`src/rtl/espivw_pkg.sv`:
```
package espivw_pkg;

  localparam int STORE_DEPTH     = 14;
  localparam int SLOT_W          = 4;
  localparam int WATCH_MAX       = 8;
  localparam int WPOS_W          = 3;
  localparam int SIGNAL_COUNT    = 23;
  localparam int SIG_W           = 5;
  localparam int QUEUE_DEPTH     = 2;
  localparam int DEFAULT_WATCHED = 8;
  localparam int IN_W            = 24;
  localparam int OUT_W           = 16;

  typedef enum logic [1:0] {
    CMD_HOST_WRITE = 2'd0,
    CMD_SET_WIRE   = 2'd1,
    CMD_GET_WIRE   = 2'd2,
    CMD_READ       = 2'd3
  } cmd_t;

  typedef enum logic {
    BK_IDLE,
    BK_EXEC
  } back_state_t;

  typedef logic [SLOT_W-1:0] slot_t;

  localparam slot_t SLOT_02 = 4'd0;
  localparam slot_t SLOT_03 = 4'd1;
  localparam slot_t SLOT_04 = 4'd2;
  localparam slot_t SLOT_05 = 4'd3;
  localparam slot_t SLOT_06 = 4'd4;
  localparam slot_t SLOT_07 = 4'd5;
  localparam slot_t SLOT_40 = 4'd6;
  localparam slot_t SLOT_41 = 4'd7;
  localparam slot_t SLOT_42 = 4'd8;

  localparam logic [7:0] PLTRST_LVL       = 8'h02;
  localparam logic [7:0] PLTRST_VLD       = 8'h20;
  localparam logic [7:0] OOB_WARN_LVL     = 8'h04;
  localparam logic [7:0] OOB_WARN_VLD     = 8'h40;
  localparam logic [7:0] HOST_WARN_LVL    = 8'h01;
  localparam logic [7:0] HOST_WARN_VLD    = 8'h10;
  localparam logic [7:0] SUS_WARN_LVL     = 8'h01;
  localparam logic [7:0] SUS_WARN_VLD     = 8'h10;
  localparam logic [7:0] HOST_STARTUP_VAL = 8'hFF;
  localparam int         OOB_ACK_BIT      = 0;
  localparam int         HOST_ACK_BIT     = 3;
  localparam int         SUS_ACK_BIT      = 0;

  typedef struct packed {
    slot_t      slot;
    logic [7:0] lvl;
    logic [7:0] vld;
  } wire_def_t;

  typedef struct packed {
    cmd_t              cmd;
    logic              ok;
    slot_t             slot;
    logic [7:0]        value;
    logic [7:0]        lvl_mask;
    logic [7:0]        vld_mask;
    logic              level_in;
    logic              watched;
    logic [WPOS_W-1:0] wpos;
  } item_t;

  function automatic logic in_store(input logic [7:0] idx);
    in_store = ((idx >= 8'h02) && (idx <= 8'h07)) || ((idx >= 8'h40) && (idx <= 8'h47));
  endfunction

  function automatic slot_t slot_of(input logic [7:0] idx);
    if (idx[6]) begin
      slot_of = idx[SLOT_W-1:0] + 4'd6;
    end else begin
      slot_of = idx[SLOT_W-1:0] - 4'd2;
    end
  endfunction

  function automatic logic [7:0] watch_index(input logic [WPOS_W-1:0] pos);
    case (pos)
      3'd0:    watch_index = 8'h02;
      3'd1:    watch_index = 8'h03;
      3'd2:    watch_index = 8'h07;
      3'd3:    watch_index = 8'h41;
      3'd4:    watch_index = 8'h42;
      3'd5:    watch_index = 8'h43;
      3'd6:    watch_index = 8'h44;
      default: watch_index = 8'h47;
    endcase
  endfunction

  function automatic logic [7:0] reset_byte(input slot_t slot);
    case (slot)
      SLOT_04: reset_byte = 8'h10;
      SLOT_05: reset_byte = 8'h99;
      SLOT_40: reset_byte = 8'h10;
      default: reset_byte = 8'h00;
    endcase
  endfunction

  function automatic wire_def_t wire_def(input logic [SIG_W-1:0] sig);
    case (sig)
      5'd0:    wire_def = '{SLOT_02, 8'h01, 8'h10};
      5'd1:    wire_def = '{SLOT_02, 8'h02, 8'h20};
      5'd2:    wire_def = '{SLOT_02, 8'h04, 8'h40};
      5'd3:    wire_def = '{SLOT_03, 8'h01, 8'h10};
      5'd4:    wire_def = '{SLOT_03, 8'h02, 8'h20};
      5'd5:    wire_def = '{SLOT_03, 8'h04, 8'h40};
      5'd6:    wire_def = '{SLOT_04, 8'h01, 8'h10};
      5'd7:    wire_def = '{SLOT_04, 8'h04, 8'h40};
      5'd8:    wire_def = '{SLOT_04, 8'h08, 8'h80};
      5'd9:    wire_def = '{SLOT_05, 8'h02, 8'h20};
      5'd10:   wire_def = '{SLOT_05, 8'h04, 8'h40};
      5'd11:   wire_def = '{SLOT_05, 8'h09, 8'h90};
      5'd12:   wire_def = '{SLOT_06, 8'h01, 8'h10};
      5'd13:   wire_def = '{SLOT_06, 8'h02, 8'h20};
      5'd14:   wire_def = '{SLOT_06, 8'h04, 8'h40};
      5'd15:   wire_def = '{SLOT_06, 8'h08, 8'h80};
      5'd16:   wire_def = '{SLOT_07, 8'h01, 8'h10};
      5'd17:   wire_def = '{SLOT_40, 8'h01, 8'h10};
      5'd18:   wire_def = '{SLOT_41, 8'h01, 8'h10};
      5'd19:   wire_def = '{SLOT_41, 8'h02, 8'h20};
      5'd20:   wire_def = '{SLOT_41, 8'h08, 8'h80};
      5'd21:   wire_def = '{SLOT_42, 8'h01, 8'h10};
      5'd22:   wire_def = '{SLOT_42, 8'h02, 8'h20};
      default: wire_def = '{SLOT_02, 8'h00, 8'h00};
    endcase
  endfunction

endpackage

```
`src/rtl/espivw_front.sv`:
```
module espivw_front #(
  parameter int WATCHED_INDICES = espivw_pkg::DEFAULT_WATCHED
) (
  input  logic                        in_tvalid,
  output logic                        in_tready,
  input  logic [espivw_pkg::IN_W-1:0] in_tdata,
  input  logic                        q_full,
  output logic                        push,
  output espivw_pkg::item_t           item
);

  logic [1:0]                   f_cmd;
  logic [7:0]                   f_index;
  logic [espivw_pkg::SIG_W-1:0] f_sig;
  espivw_pkg::wire_def_t        wd;

  assign in_tready = !q_full;
  assign push      = in_tvalid && !q_full;

  assign f_cmd   = in_tdata[1:0];
  assign f_index = in_tdata[9:2];
  assign f_sig   = in_tdata[22:18];
  assign wd      = espivw_pkg::wire_def(f_sig);

  always_comb begin
    item          = '0;
    item.cmd      = espivw_pkg::cmd_t'(f_cmd);
    item.value    = in_tdata[17:10];
    item.level_in = in_tdata[23];
    case (item.cmd)
      espivw_pkg::CMD_SET_WIRE, espivw_pkg::CMD_GET_WIRE: begin
        item.ok       = f_sig < espivw_pkg::SIG_W'(espivw_pkg::SIGNAL_COUNT);
        item.slot     = wd.slot;
        item.lvl_mask = wd.lvl;
        item.vld_mask = wd.vld;
      end
      default: begin
        item.ok   = espivw_pkg::in_store(f_index);
        item.slot = espivw_pkg::slot_of(f_index);
      end
    endcase
    // watch list entries are distinct, so at most one position matches
    for (int i = 0; i < espivw_pkg::WATCH_MAX; i++) begin
      if ((i < WATCHED_INDICES) && (item.cmd == espivw_pkg::CMD_HOST_WRITE) &&
          (espivw_pkg::watch_index(espivw_pkg::WPOS_W'(i)) == f_index)) begin
        item.watched = 1'b1;
        item.wpos    = espivw_pkg::WPOS_W'(i);
      end
    end
  end

endmodule

```
`src/rtl/espivw_queue.sv`:
```
module espivw_queue (
  input  logic              clk,
  input  logic              rst_n,
  input  logic              push,
  input  espivw_pkg::item_t push_item,
  output logic              full,
  input  logic              pop,
  output espivw_pkg::item_t head,
  output logic              empty
);

  localparam int DEPTH = espivw_pkg::QUEUE_DEPTH;
  localparam int PTR_W = (DEPTH > 1) ? $clog2(DEPTH) : 1;
  localparam int CNT_W = $clog2(DEPTH + 1);

  espivw_pkg::item_t slots_r [DEPTH];
  logic [PTR_W-1:0]  wr_ptr_r;
  logic [PTR_W-1:0]  rd_ptr_r;
  logic [CNT_W-1:0]  count_r;
  logic [PTR_W-1:0]  wr_ptr_nxt;
  logic [PTR_W-1:0]  rd_ptr_nxt;
  logic [CNT_W-1:0]  count_nxt;

  assign full  = count_r == CNT_W'(DEPTH);
  assign empty = count_r == '0;
  assign head  = slots_r[rd_ptr_r];

  always_comb begin
    wr_ptr_nxt = wr_ptr_r;
    rd_ptr_nxt = rd_ptr_r;
    count_nxt  = count_r;
    if (push) begin
      wr_ptr_nxt = (wr_ptr_r == PTR_W'(DEPTH - 1)) ? '0 : wr_ptr_r + 1'b1;
    end
    if (pop) begin
      rd_ptr_nxt = (rd_ptr_r == PTR_W'(DEPTH - 1)) ? '0 : rd_ptr_r + 1'b1;
    end
    if (push && !pop) begin
      count_nxt = count_r + 1'b1;
    end else if (pop && !push) begin
      count_nxt = count_r - 1'b1;
    end
  end

  always_ff @(posedge clk) begin
    if (!rst_n) begin
      wr_ptr_r <= '0;
      rd_ptr_r <= '0;
      count_r  <= '0;
    end else begin
      wr_ptr_r <= wr_ptr_nxt;
      rd_ptr_r <= rd_ptr_nxt;
      count_r  <= count_nxt;
    end
  end

  always_ff @(posedge clk) begin
    if (push) begin
      slots_r[wr_ptr_r] <= push_item;
    end
  end

endmodule

```
`src/rtl/espivw_back.sv`:
```
module espivw_back #(
  parameter int WATCHED_INDICES = espivw_pkg::DEFAULT_WATCHED
) (
  input  logic                         clk,
  input  logic                         rst_n,
  input  espivw_pkg::item_t            head,
  input  logic                         empty,
  output logic                         pop,
  output logic                         out_tvalid,
  input  logic                         out_tready,
  output logic [espivw_pkg::OUT_W-1:0] out_tdata
);

  localparam int WIW = (WATCHED_INDICES > 1) ? $clog2(WATCHED_INDICES) : 1;

  espivw_pkg::back_state_t      state_r;
  espivw_pkg::back_state_t      state_nxt;
  espivw_pkg::item_t            cur_r;
  logic [7:0]                   byte_r;
  logic [7:0]                   snap_byte_r;
  logic [7:0]                   store_r   [espivw_pkg::STORE_DEPTH];
  logic [7:0]                   store_nxt [espivw_pkg::STORE_DEPTH];
  logic [7:0]                   snap_r    [WATCHED_INDICES];
  logic                         out_tvalid_r;
  logic [espivw_pkg::OUT_W-1:0] out_tdata_r;
  logic                         out_free;
  logic                         exec;
  logic                         snap_we;
  logic [7:0]                   chg;
  logic [7:0]                   set_byte;
  logic                         res_level;
  logic [7:0]                   res_read;
  logic                         res_perr;
  logic [2:0]                   res_sleep;
  logic                         res_p80;
  logic                         res_start;

  assign out_free   = !out_tvalid_r || out_tready;
  assign out_tvalid = out_tvalid_r;
  assign out_tdata  = out_tdata_r;

  always_comb begin
    state_nxt = state_r;
    case (state_r)
      espivw_pkg::BK_IDLE: begin
        if (!empty) begin
          state_nxt = espivw_pkg::BK_EXEC;
        end
      end
      espivw_pkg::BK_EXEC: begin
        if (out_free) begin
          state_nxt = espivw_pkg::BK_IDLE;
        end
      end
      default: state_nxt = espivw_pkg::BK_IDLE;
    endcase
  end

  always_comb begin
    pop  = 1'b0;
    exec = 1'b0;
    case (state_r)
      espivw_pkg::BK_IDLE: pop  = !empty;
      espivw_pkg::BK_EXEC: exec = out_free;
      default: ;
    endcase
  end

  always_comb begin
    for (int i = 0; i < espivw_pkg::STORE_DEPTH; i++) begin
      store_nxt[i] = store_r[i];
    end
    snap_we   = 1'b0;
    chg       = snap_byte_r ^ cur_r.value;
    set_byte  = cur_r.level_in ? (byte_r | cur_r.lvl_mask) : (byte_r & ~cur_r.lvl_mask);
    res_level = 1'b0;
    res_read  = '0;
    res_perr  = !cur_r.ok;
    res_sleep = '0;
    res_p80   = 1'b0;
    res_start = 1'b0;
    case (cur_r.cmd)
      espivw_pkg::CMD_HOST_WRITE: begin
        if (cur_r.ok) begin
          store_nxt[cur_r.slot] = cur_r.value;
          if (cur_r.watched) begin
            snap_we = 1'b1;
            case (cur_r.slot)
              espivw_pkg::SLOT_02: res_sleep = chg[2:0];
              espivw_pkg::SLOT_03: begin
                // platform reset edge first, then oob ack follows its warning
                if (chg[1]) begin
                  if (|(cur_r.value & espivw_pkg::PLTRST_VLD) &&
                      |(cur_r.value & espivw_pkg::PLTRST_LVL)) begin
                    store_nxt[espivw_pkg::SLOT_06] = espivw_pkg::HOST_STARTUP_VAL;
                    res_start = 1'b1;
                  end else begin
                    res_p80 = 1'b1;
                  end
                end
                if (chg[2]) begin
                  store_nxt[espivw_pkg::SLOT_04][espivw_pkg::OOB_ACK_BIT] =
                    |(cur_r.value & espivw_pkg::OOB_WARN_VLD) &&
                    |(cur_r.value & espivw_pkg::OOB_WARN_LVL);
                end
              end
              espivw_pkg::SLOT_07: begin
                if (chg[0]) begin
                  store_nxt[espivw_pkg::SLOT_06][espivw_pkg::HOST_ACK_BIT] =
                    |(cur_r.value & espivw_pkg::HOST_WARN_VLD) &&
                    |(cur_r.value & espivw_pkg::HOST_WARN_LVL);
                end
              end
              espivw_pkg::SLOT_41: begin
                if (chg[0]) begin
                  store_nxt[espivw_pkg::SLOT_40][espivw_pkg::SUS_ACK_BIT] =
                    |(cur_r.value & espivw_pkg::SUS_WARN_VLD) &&
                    |(cur_r.value & espivw_pkg::SUS_WARN_LVL);
                end
              end
              default: ;
            endcase
          end
        end
      end
      espivw_pkg::CMD_SET_WIRE: begin
        if (cur_r.ok) begin
          store_nxt[cur_r.slot] = set_byte;
        end
      end
      espivw_pkg::CMD_GET_WIRE: begin
        res_level = cur_r.ok && |(byte_r & cur_r.vld_mask) && |(byte_r & cur_r.lvl_mask);
      end
      default: begin
        res_read = cur_r.ok ? byte_r : 8'h00;
      end
    endcase
  end

  always_ff @(posedge clk) begin
    if (!rst_n) begin
      state_r      <= espivw_pkg::BK_IDLE;
      out_tvalid_r <= 1'b0;
      for (int i = 0; i < espivw_pkg::STORE_DEPTH; i++) begin
        store_r[i] <= espivw_pkg::reset_byte(espivw_pkg::SLOT_W'(i));
      end
      for (int i = 0; i < WATCHED_INDICES; i++) begin
        snap_r[i] <= espivw_pkg::reset_byte(espivw_pkg::slot_of(
                       espivw_pkg::watch_index(espivw_pkg::WPOS_W'(i))));
      end
    end else begin
      state_r <= state_nxt;
      if (exec) begin
        out_tvalid_r <= 1'b1;
        for (int i = 0; i < espivw_pkg::STORE_DEPTH; i++) begin
          store_r[i] <= store_nxt[i];
        end
        if (snap_we) begin
          snap_r[cur_r.wpos[WIW-1:0]] <= cur_r.value;
        end
      end else if (out_tready) begin
        out_tvalid_r <= 1'b0;
      end
    end
  end

  always_ff @(posedge clk) begin
    if (pop) begin
      cur_r       <= head;
      byte_r      <= head.ok ? store_r[head.slot] : 8'h00;
      snap_byte_r <= snap_r[head.wpos[WIW-1:0]];
    end
    if (exec) begin
      out_tdata_r <= {1'b0, res_start, res_p80, res_sleep, res_perr, res_read, res_level};
    end
  end

endmodule

```
`src/rtl/espi_virtual_wire_responder_core.sv`:
```
// espi virtual wire responder core
// holds the slave side virtual wire bytes for indices 02h-07h and 40h-47h
// plus a change snapshot of the watched indices
// in_* channel: one request per handshake (command, index, value, signal, level)
//   command 0 host write, 1 set wire, 2 get wire, 3 raw byte read
// out_* channel: exactly one result per request, in request order
// a front stage classifies each request (store slot, wire masks, watch slot)
// and queues it two deep; a back engine reads the addressed byte as it pops
// the request in its idle state and writes back the store, snapshot and
// result register in its exec state
// the back engine finishes each request before it pops the next one
// a result waiting on out_tready stalls the back engine; the front keeps
// taking requests until the queue holds two
// reset loads the store with its power-on bytes and the snapshot with the
// watched bytes, empties the queue and drops out_tvalid
module espi_virtual_wire_responder_core #(
  parameter int WATCHED_INDICES = espivw_pkg::DEFAULT_WATCHED
) (
  input  logic                         clk,
  input  logic                         rst_n,
  input  logic                         in_tvalid,
  output logic                         in_tready,
  // command[1:0], wire_index[9:2], vw_value[17:10], signal_id[22:18], wire_level_in[23]
  input  logic [espivw_pkg::IN_W-1:0]  in_tdata,
  output logic                         out_tvalid,
  input  logic                         out_tready,
  // wire_level[0], read_value[8:1], param_error[9], sleep_event_mask[12:10],
  // port80_reset_event[13], host_startup_applied[14], zero[15]
  output logic [espivw_pkg::OUT_W-1:0] out_tdata
);

  espivw_pkg::item_t push_item;
  espivw_pkg::item_t head;
  logic              push;
  logic              pop;
  logic              q_full;
  logic              q_empty;

  espivw_front #(
    .WATCHED_INDICES(WATCHED_INDICES)
  ) u_front (
    .in_tvalid(in_tvalid),
    .in_tready(in_tready),
    .in_tdata (in_tdata),
    .q_full   (q_full),
    .push     (push),
    .item     (push_item)
  );

  espivw_queue u_queue (
    .clk      (clk),
    .rst_n    (rst_n),
    .push     (push),
    .push_item(push_item),
    .full     (q_full),
    .pop      (pop),
    .head     (head),
    .empty    (q_empty)
  );

  espivw_back #(
    .WATCHED_INDICES(WATCHED_INDICES)
  ) u_back (
    .clk       (clk),
    .rst_n     (rst_n),
    .head      (head),
    .empty     (q_empty),
    .pop       (pop),
    .out_tvalid(out_tvalid),
    .out_tready(out_tready),
    .out_tdata (out_tdata)
  );

endmodule

```
`config.mk`:
```
export PLATFORM = sky130hd
export DESIGN_NAME = espi_virtual_wire_responder_core
export DESIGN_NICKNAME = d
export VERILOG_FILES = /design/src/rtl/espivw_pkg.sv /design/src/rtl/espivw_front.sv /design/src/rtl/espivw_queue.sv /design/src/rtl/espivw_back.sv /design/src/rtl/espi_virtual_wire_responder_core.sv
export SDC_FILE = /design/constraint.sdc
export NUM_CORES = 1
export LEC_CHECK = 0
export BUFFER_PORTS_ARGS = -buffer_cell sky130_fd_sc_hd__buf_2
export CAP_MARGIN = 15
export CORE_UTILIZATION = 60
export DETAILED_ROUTE_END_ITERATION = 16
export PLACE_DENSITY = 0.77
export SYNTH_ARGS = -nofsm -noshare
export SYNTH_HDL_FRONTEND = slang
export SYNTH_HIERARCHICAL = 1
export SYNTH_SLANG_ARGS = --single-unit
```
`constraint.sdc`:
```
create_clock -name clk -period 9 [get_ports clk]
set_clock_uncertainty 0.1 [all_clocks]
set_input_delay 1.35 -clock clk [delete_from_list [all_inputs] [get_ports clk]]
set_output_delay 1.35 -clock clk [all_outputs]
set_load 0.01 [all_outputs]
```
# Word level (Yosys, flattened, before mapping)
# Memories as Yosys holds them, arrays and structs flattened. A register that Yosys moved wholly into a read port is not among the register bits.
# Index checks and enable logic that the tools add are counted.
word_totals:
  ramBits: 248
  n_memories: 4
  rom_bits: 384
  reg_bits: 57
  out_inout_bits: 18
  in_bits: 28
mem_list:
  columns: ["name", "depth", "width", "rd", "rd_ports_with_merged_regs", "wr", "line", "rtl"]
  rows:
  - ["(name not given)", 32, 12, 1, 0, 0, "espivw_pkg.sv:104", "case (sig)"]
  - ["u_back.store_r", 14, 8, 15, 1, 14, "espivw_back.sv:21", "logic [7:0] store_r [espivw_pkg::STORE_DEPTH];"]
  - ["u_queue.slots_r", 2, 36, 1, 1, 1, "espivw_queue.sv:16", "espivw_pkg::item_t slots_r [DEPTH];"]
  - ["u_back.snap_r", 8, 8, 1, 1, 8, "espivw_back.sv:23", "logic [7:0] snap_r [WATCHED_INDICES];"]
classes:
  n_reduce_logical: 49
  add_sub_neg: 22
  order_cmp: 7
  n_bitwise: 23
  muxes: 120
  n_eq_ne: 40
ops:
  columns: ["op", "count"]
  rows:
  - ["two-way mux 8 bit", 31]
  - ["bitwise mux 112 bit", 2]
  - ["two-way mux 112 bit", 2]
  - ["case mux 112 bit (2 select lines)", 1]
  - ["case mux 8 bit (2 select lines)", 8]
  - ["two-way mux 4 bit", 26]
  - ["equality test 4 x 2 -> 1 bit, second input constant", 16]
  - ["two-way mux 7 bit", 8]
  - ["equality test 4 x 3 -> 1 bit, second input constant", 10]
  - ["equality test 7 x 8 -> 1 bit, first input constant", 5]
  - ["adder 4 x 3 -> 4 bit, second input constant", 9]
  - ["subtractor 4 x 2 -> 4 bit, second input constant", 9]
  - ["two-way mux 1 bit", 33]
  - ["demux 8 bit (select 4 bit)", 1]
  - ["bitwise AND 8 bit", 3]
  - ["OR reduction 8 bit", 3]
  - ["logical AND 1 bit", 19]
  - ["OR reduction 2 bit", 9]
  - ["equality test 2 x 8 -> 1 bit, first input constant", 2]
  - ["two-way mux 16 bit", 1]
  - ["OR 1 bit", 14]
  - ["equality test 3 x 8 -> 1 bit, first input constant", 1]
  - ["greater-or-equal comparator 8 x 2 -> 1 bit, second input constant", 1]
  - ["greater-or-equal comparator 8 x 7 -> 1 bit, second input constant", 1]
  - ["28 further kinds", 46]

# Depth between registers and ports, before layout
# Gate-level depths: netlist of run 1.
depth:
  word_depth: 13
  depth_mapped: 10
  depth_no_buf: 7

# Hierarchy
# The synthesis of run 1 kept the hierarchy.
modules_own_cells:
  columns: ["mod", "seq_area_each_um2", "cells_each", "area_per_inst_um2", "instances"]
  rows:
  - ["espivw_back", 5985.7, 805, 9982.1, 1]
  - ["espivw_queue", 2262.2, 134, 2825.2, 1]
  - ["espivw_front", 0.0, 108, 804.5, 1]

# Least setup slack after synthesis of run 1
# Ideal clock, no wire load.
synth_timing:
  kind: "input-to-reg"
  startpoint: "input out_tready"
  endpoint: "memory u_back.store_r[0][0] (enable)"
  stages: 3
  arrival_time_ns: 7.472
  slack_ns: 0.792
  path_cell_list: "nand2b_1 nand2_1 o31ai_1"
synth_lines:
  columns: ["element", "line", "rtl"]
  rows:
  - ["from (decl)", "espi_virtual_wire_responder_core.sv:26", "input logic out_tready,"]
  - ["to (decl)", "espivw_back.sv:21", null]

==> results of run 1 <==
## where the power goes
part / switching (mW) / internal, mW
Clock: 0.484 / 0.664
Sequential: 0.238 / 1.79
Combinational: 0.831 / 0.484
Total: 1.55 / 2.94
## flip-flops by register name, indices dropped and copies added, names as in the netlist, 2 cells and up, named ones only
signal and count:
u_back/byte_r 8, u_back/store_r 112, u_back/cur_r 36, u_back/snap_byte_r 3, u_back/snap_r 24, u_back/out_tdata 15, u_queue/count_r 2, u_queue/slots_r 72
## Yosys cell counts (all sizes together) (4+ instances only)
library cell / instances / area (sq um)
o21ai: 19 / 95.1
dfxtp: 7 / 140
mux4: 14 / 315
a31oi: 10 / 62.6
buf: 67 / 458
edfxtp: 270 / 8110
a21boi: 4 / 30.0
nor2: 68 / 270
clkbuf: 23 / 86.3
nor4b: 5 / 80.1
mux2i: 96 / 961
nor3b: 7 / 52.6
a21oi: 54 / 270
nor2b: 20 / 133
a22o: 9 / 78.8
inv: 14 / 52.6
nor3: 14 / 81.3
and3: 4 / 25.0
and2: 37 / 233
nor4: 8 / 50.1
nand2b: 16 / 103
o22ai: 8 / 50.1
ha: 8 / 100
a211oi: 10 / 75.1
xnor2: 5 / 43.8
nand4: 5 / 31.3
nand2: 130 / 488
a22oi: 8 / 60.1
mux2: 62 / 702
## worst max-delay path: cells and delay by family
family | cells | cell delay, ps
and+or+nand+nor | 2 | 890
buffers and inverters | 2 | 1290
## path summary, 6_finish.rpt
check	endpoint	slack, ps
min reg2reg	u_queue/count_r[1]	430
max	u_back/store_r[2][4]	5640
min	u_queue/count_r[1]	430
max reg2reg	u_back/byte_r[6]	5800
## routing by layer
layer  vias up  wire [um]
li1       3852          -
met1      4150      12600
met2       293      13600
met3        44       1900
met4         0        590
met5         -          0
## area by class of cell
type / count / area, sq um
clock inverters: 11 / 115
clock buffers: 43 / 788
multi-input cells: 672 / 4850
well taps: 280 / 350
inverters: 15 / 56.3
repair buffers: 57 / 318
fillers: 1615 / 7300
flip-flops and latches: 277 / 8250
## metrics by stage
| step | instance area, sq um | utilization [%] | setup slack [ps] |
|---|---|---|---|
| after floorplan | 13600 | - | 792 |
| after global placement | 13800 | 62.7 | 5220 |
| after detailed placement | 13800 | 62.7 | 5120 |
| after CTS | 14700 | 66.8 | 5720 |
| after global routing | 14700 | 66.8 | 5410 |
| final | 14700 | 66.8 | 5640 |
## kinds of logic after synthesis
group | share of synthesized area (%)
other | 0.0552
and+or+nand+nor | 12.8
adders and majority gates | 0.818
AOI/OAI and AO/OA | 6.23
buffers and inverters | 4.41
DFF | 60.6
muxes | 14.5
xor gates and xnor gates | 0.515
==> impl_metrics.json, run 1 <==
{
  "p_per_area_nw_per_um2": 305,
  "wl_per_cell_um": 21.1,
  "drive_gt1_share_pct": 18.0,
  "drc": 2,
  "grt_use_met3_pct": 3.53,
  "cts.sinks": 277,
  "synth_area_sq_um": 13600,
  "ctsHoldBuffers": 0,
  "worst_pin_slew_ps": 1110,
  "whs_path_depth": 2,
  "max_freq_mhz": 298,
  "grt_use_met2_pct": 39.8,
  "vias": 8339,
  "io_pins": 46,
  "grt_util_met1_pct": 35.4,
  "cts.path.max_buffers": 3,
  "finalSetupViolCount": 0,
  "cp_max_fo": 35,
  "violations": "DRC",
  "outcome": "finished, violations left",
  "hpwl_um": 18200,
  "ys_ff_latch": 277,
  "grt_max_degree": 81,
  "relSlewSlack_pct": 25.9,
  "cp-end-kind": "register",
  "rsz0062_at_grt": "no",
  "place.gp.congestion": 0.839,
  "wirelength_um": 28600,
  "cts_tree": "yes",
  "drtIter0Drc": 738,
  "fin_crit_sh_pct": 37.3,
  "cpMaxStageDelayCell": "clkinv_1",
  "via_per_inst": 6.15,
  "setup_tns_ps": 0,
  "ys.flop_type": "edfxtp_1",
  "hold_class": "reg -> reg",
  "grt_pass1_vias": 8142,
  "hold_start": "u_queue/count_r[1]",
  "worstPathCellList": "buf_2 > clkinv_1 > nor2_1 > nand2_1",
  "rows": 54,
  "finalPower_mw": 4.50,
  "die_y_um": 153,
  "layout.cells.most_common": "edfxtp_1",
  "ant_nets": 0,
  "clkTransAtPathRegs_ps": 60,
  "crit_start": "rst_n",
  "final_cell_mix": "270 x edfxtp_1, 129 x nand2_1, 96 x mux2i_1",
  "cp_data_arrival_time_ps": 3540,
  "async_flop_share_pct": 0,
  "max_cap_viol_count": 0,
  "dr.pass1.iters": 11,
  "yosysUniqueCellTypes": 71,
  "start_util_pct": 61.8,
  "busiest_layer": "met2",
  "die_area_sq_um": 23300,
  "post-place-cells": 1301,
  "synthCells": 1047,
  "max_stage_delay_ps": 940,
  "yosysSeqAreaShare_pct": 60.6,
  "leakage_nw": 5.32,
  "yosys_warnings": 6,
  "ir_worst_vdd_mv": 0.218,
  "core_area_sq_um": 22000,
  "antenna_found_initial": 0,
  "slew_viol_final": 0,
  "startpoint_type": "primary input",
  "grt_pass1_wl_um": 45000,
  "cts_setup_buffers": 0,
  "fin_crit_ps": 3360,
  "clk_latency_ps": 550,
  "fin_cells": 1355,
  "n_antenna_cell": 0,
  "nNetsFinal": 1088,
  "cts-root-buf": "clkbuf_16",
  "htree_levels": 1,
  "syn_area_per_cell_sq_um": 13.0,
  "rr_worst_depth": 6,
  "hold_viol_final": 0,
  "area_delta_synth_final_pct": 8.16,
  "numCtsBuffers": 29,
  "synth-edff-count": 270,
  "worstSetupPathType": "in -> reg",
  "grt_usage_pct": 24.7,
  "portBuffers": 44,
  "post_cts_resized": 0,
  "crit_required_ps": 9180,
  "hold_slack_ps": 425,
  "gr-total-overflow": 0,
  "die_w_um": 153
}
Note: power is estimated with default switching activity, not from simulation.
==> run 2: changes to the inputs <==
- ABC_AREA: default -> 1
- clock period: 9 -> 3.3 ns (I/O delays scaled with it)
==> impl_metrics.json, run 2 <==
{
  "max_stage_delay_ps": 660,
  "relSlewSlack_pct": 44.4,
  "post_cts_resized": 0,
  "crit_required_ps": 3510,
  "highest_layer": "met4",
  "start_util_pct": 60.9,
  "cp_max_fo": 26,
  "hold_class": "in -> reg",
  "setup_tns_ps": 0,
  "grt_usage_pct": 27.0,
  "met2WireLength_um": 15400,
  "grt_pass1_wl_um": 51200,
  "cpMaxStageDelayCell": "inv_1",
  "vias": 10600,
  "nNetsFinal": 1618,
  "ir_worst_vdd_mv": 0.504,
  "clkTransAtPathRegs_ps": 60,
  "hpwl_um": 21000,
  "wl_per_cell_um": 16.8,
  "startpoint_type": "register",
  "die_y_um": 156,
  "rows": 56,
  "synth-edff-count": 270,
  "wirelength_um": 32300,
  "worst_slack_ps": 579,
  "drive_gt1_share_pct": 9.98,
  "max_cap_viol_count": 0,
  "cts-root-buf": "clkbuf_16",
  "io_pins": 46,
  "core_area_sq_um": 23400,
  "slew_viol_final": 0,
  "drc": 0,
  "ys.flop_type": "edfxtp_1",
  "cp-end-kind": "register",
  "drtIter0Drc": 1202,
  "reg_top3": "u_back/store_r: 112 flops, u_queue/slots_r: 72 flops, u_back/cur_r: 36 flops",
  "synthTopCellsByArea": "edfxtp_1 57%, nand2_1 8.8%, inv_1 6.5%, nor2_1 5.6%, o21ai_0 5.2%",
  "antenna_found_initial": 0,
  "synth_area_sq_um": 14200,
  "cts_tree": "yes",
  "rr_worst_depth": 7,
  "p_per_area_nw_per_um2": 861,
  "via_per_inst": 5.52,
  "r2r_end": "u_back/byte_r[6]",
  "top_register": "u_back/store_r",
  "grt_max_degree": 81,
  "hold_start": "in_tdata[17]",
  "ys_ff_latch": 277,
  "worstPathCellList": "mux2_4 > inv_1 > o21ai_0 > nor2_1 > nor2_1 > nor2_1 > nor2_1",
  "synthCells": 1569,
  "wl_met1_um": 12800,
  "multiInputGateArea_sq_um": 4610,
  "place.gp.congestion": 0.899,
  "yosys_warnings": 6,
  "fin_crit_sh_pct": 82.4,
  "yosysSeqAreaShare_pct": 57.9,
  "seq_area_sq_um": 8250,
  "yosysTopAreaCellShare_pct": 56.9,
  "yosys.area.top_type": "edfxtp_1",
  "outcome": "completed",
  "final_core_util_pct": 66.3,
  "cts.path.max_buffers": 3,
  "cts_setup_buffers": 0,
  "rsz0062_at_grt": "no",
  "r2r_slack_ps": 580,
  "layout.cells.most_common": "nand2_1",
  "syn_area_per_cell_sq_um": 9.08,
  "ctsHoldBuffers": 0,
  "max_freq_mhz": 368,
  "clk_latency_ps": 550,
  "final_cell_mix": "333 x nand2_1, 270 x edfxtp_1, 246 x inv_1",
  "synth_most_common_cell": "nand2_1",
  "pre_cts_ws_ps": 635,
  "yosysUniqueCellTypes": 39,
  "area_delta_synth_final_pct": 8.97,
  "hold_slack_ps": 29.2,
  "wl_met3_um": 3000,
  "n_antenna_cell": 0,
  "largest_reg_flops": 112,
  "worstSetupPathType": "reg -> reg",
  "async_flop_share_pct": 0,
  "dr.pass1.iters": 5,
  "nFillCells": 1879,
  "placed_area_sq_um": 14600,
  "crit_top_cell": "nor2_1",
  "ant_nets": 0,
  "finalSetupViolCount": 0,
  "hold_viol_final": 0,
  "die_w_um": 156,
  "synth_common_cells": "333 x nand2_1, 270 x edfxtp_1, 246 x inv_1",
  "whs_path_depth": 1,
  "cp_data_arrival_time_ps": 2930,
  "leakage_nw": 7.07,
  "numCtsBuffers": 29,
  "gr-total-overflow": 0,
  "fin_crit_ps": 2720,
  "die_area_sq_um": 24400,
  "finalInstanceArea_sq_um": 15500,
  "portBuffers": 44,
  "htree_levels": 1,
  "whs_endpoint": "u_queue/slots_r[0][28]",
  "worst_pin_slew_ps": 834,
  "cts.sinks": 277,
  "grt_pass1_vias": 10000
}
-- run 2: cell types whose count changed in the layout (fill, tap and decap cells not counted), sizes merged, moves of 16 or more --
cell | before | now
mux2 | 62 | 36
and2 | 37 | 0
nand2b | 16 | 0
o21ai | 19 | 152
nand3 | 2 | 83
nor2 | 68 | 220
inv | 16 | 253
mux2i | 96 | 0
a21oi | 54 | 88
nor2b | 20 | 0
nand2 | 130 | 335
-- run 2: cell type report --
cell class | instances | share of cell area, %
multi-input cells | 955 | 29.7
clock buffers | 39 | 5.05
well taps | 319 | 2.57
repair buffers | 63 | 2.50
flip-flops and latches | 277 | 53.1
inverters | 256 | 6.19
clock inverters | 13 | 0.879
-- run 2: cells by family after synthesis --
group	share of synthesized area (%)
other cells	0.0527
compound gates	8.91
buf+inv	10.3
xor+xnor	0.123
mux	3.64
simple gates	18.4
flops	57.9
fa+ha+maj	0.703
-- run 2: worst max-delay path by stage --
stage	slack [ps]	start	endpoint	cells past startpoint
floorplan	9	out_tready	u_back/store_r[0][0]	4
global placement	630	register	u_back/byte_r[4]	7
detailed placement	640	register	u_back/byte_r[6]	7
CTS	640	register	u_back/byte_r[6]	7
global route	430	register	u_back/byte_r[6]	7
finish	580	register	u_back/byte_r[6]	7
-- run 2: power breakdown --
part,total (mW),switching [mW],internal [mW]
clock,3.19,1.31,1.88
sequential,5.54,0.560,4.98
combinational,4.62,3.29,1.33
-- run 2: layer usage --
metal	GRT usage (%)	vias to the layer above
met1	36.3	4864
met5	0	-
li1	-	5104
met4	11.0	0
met3	3.75	93
met2	44.3	548
-- run 2: through the flow --
step                      instances  total power [mW]
after global placement         1870              9.97
after global routing           1922              14.0
after detailed placement       1870              10.1
final                          1922              13.4
after CTS                      1922              13.3
after floorplan                1576              8.67
-- run 2: worst max-delay path: cells and delay by family, from the launching register on --
family | cells | cell delay, ps
AOI/OAI and AO/OA | 1 | 190
buffers and inverters | 1 | 660
DFF | 1 | 560
muxes | 1 | 500
and+or+nand+nor | 4 | 440
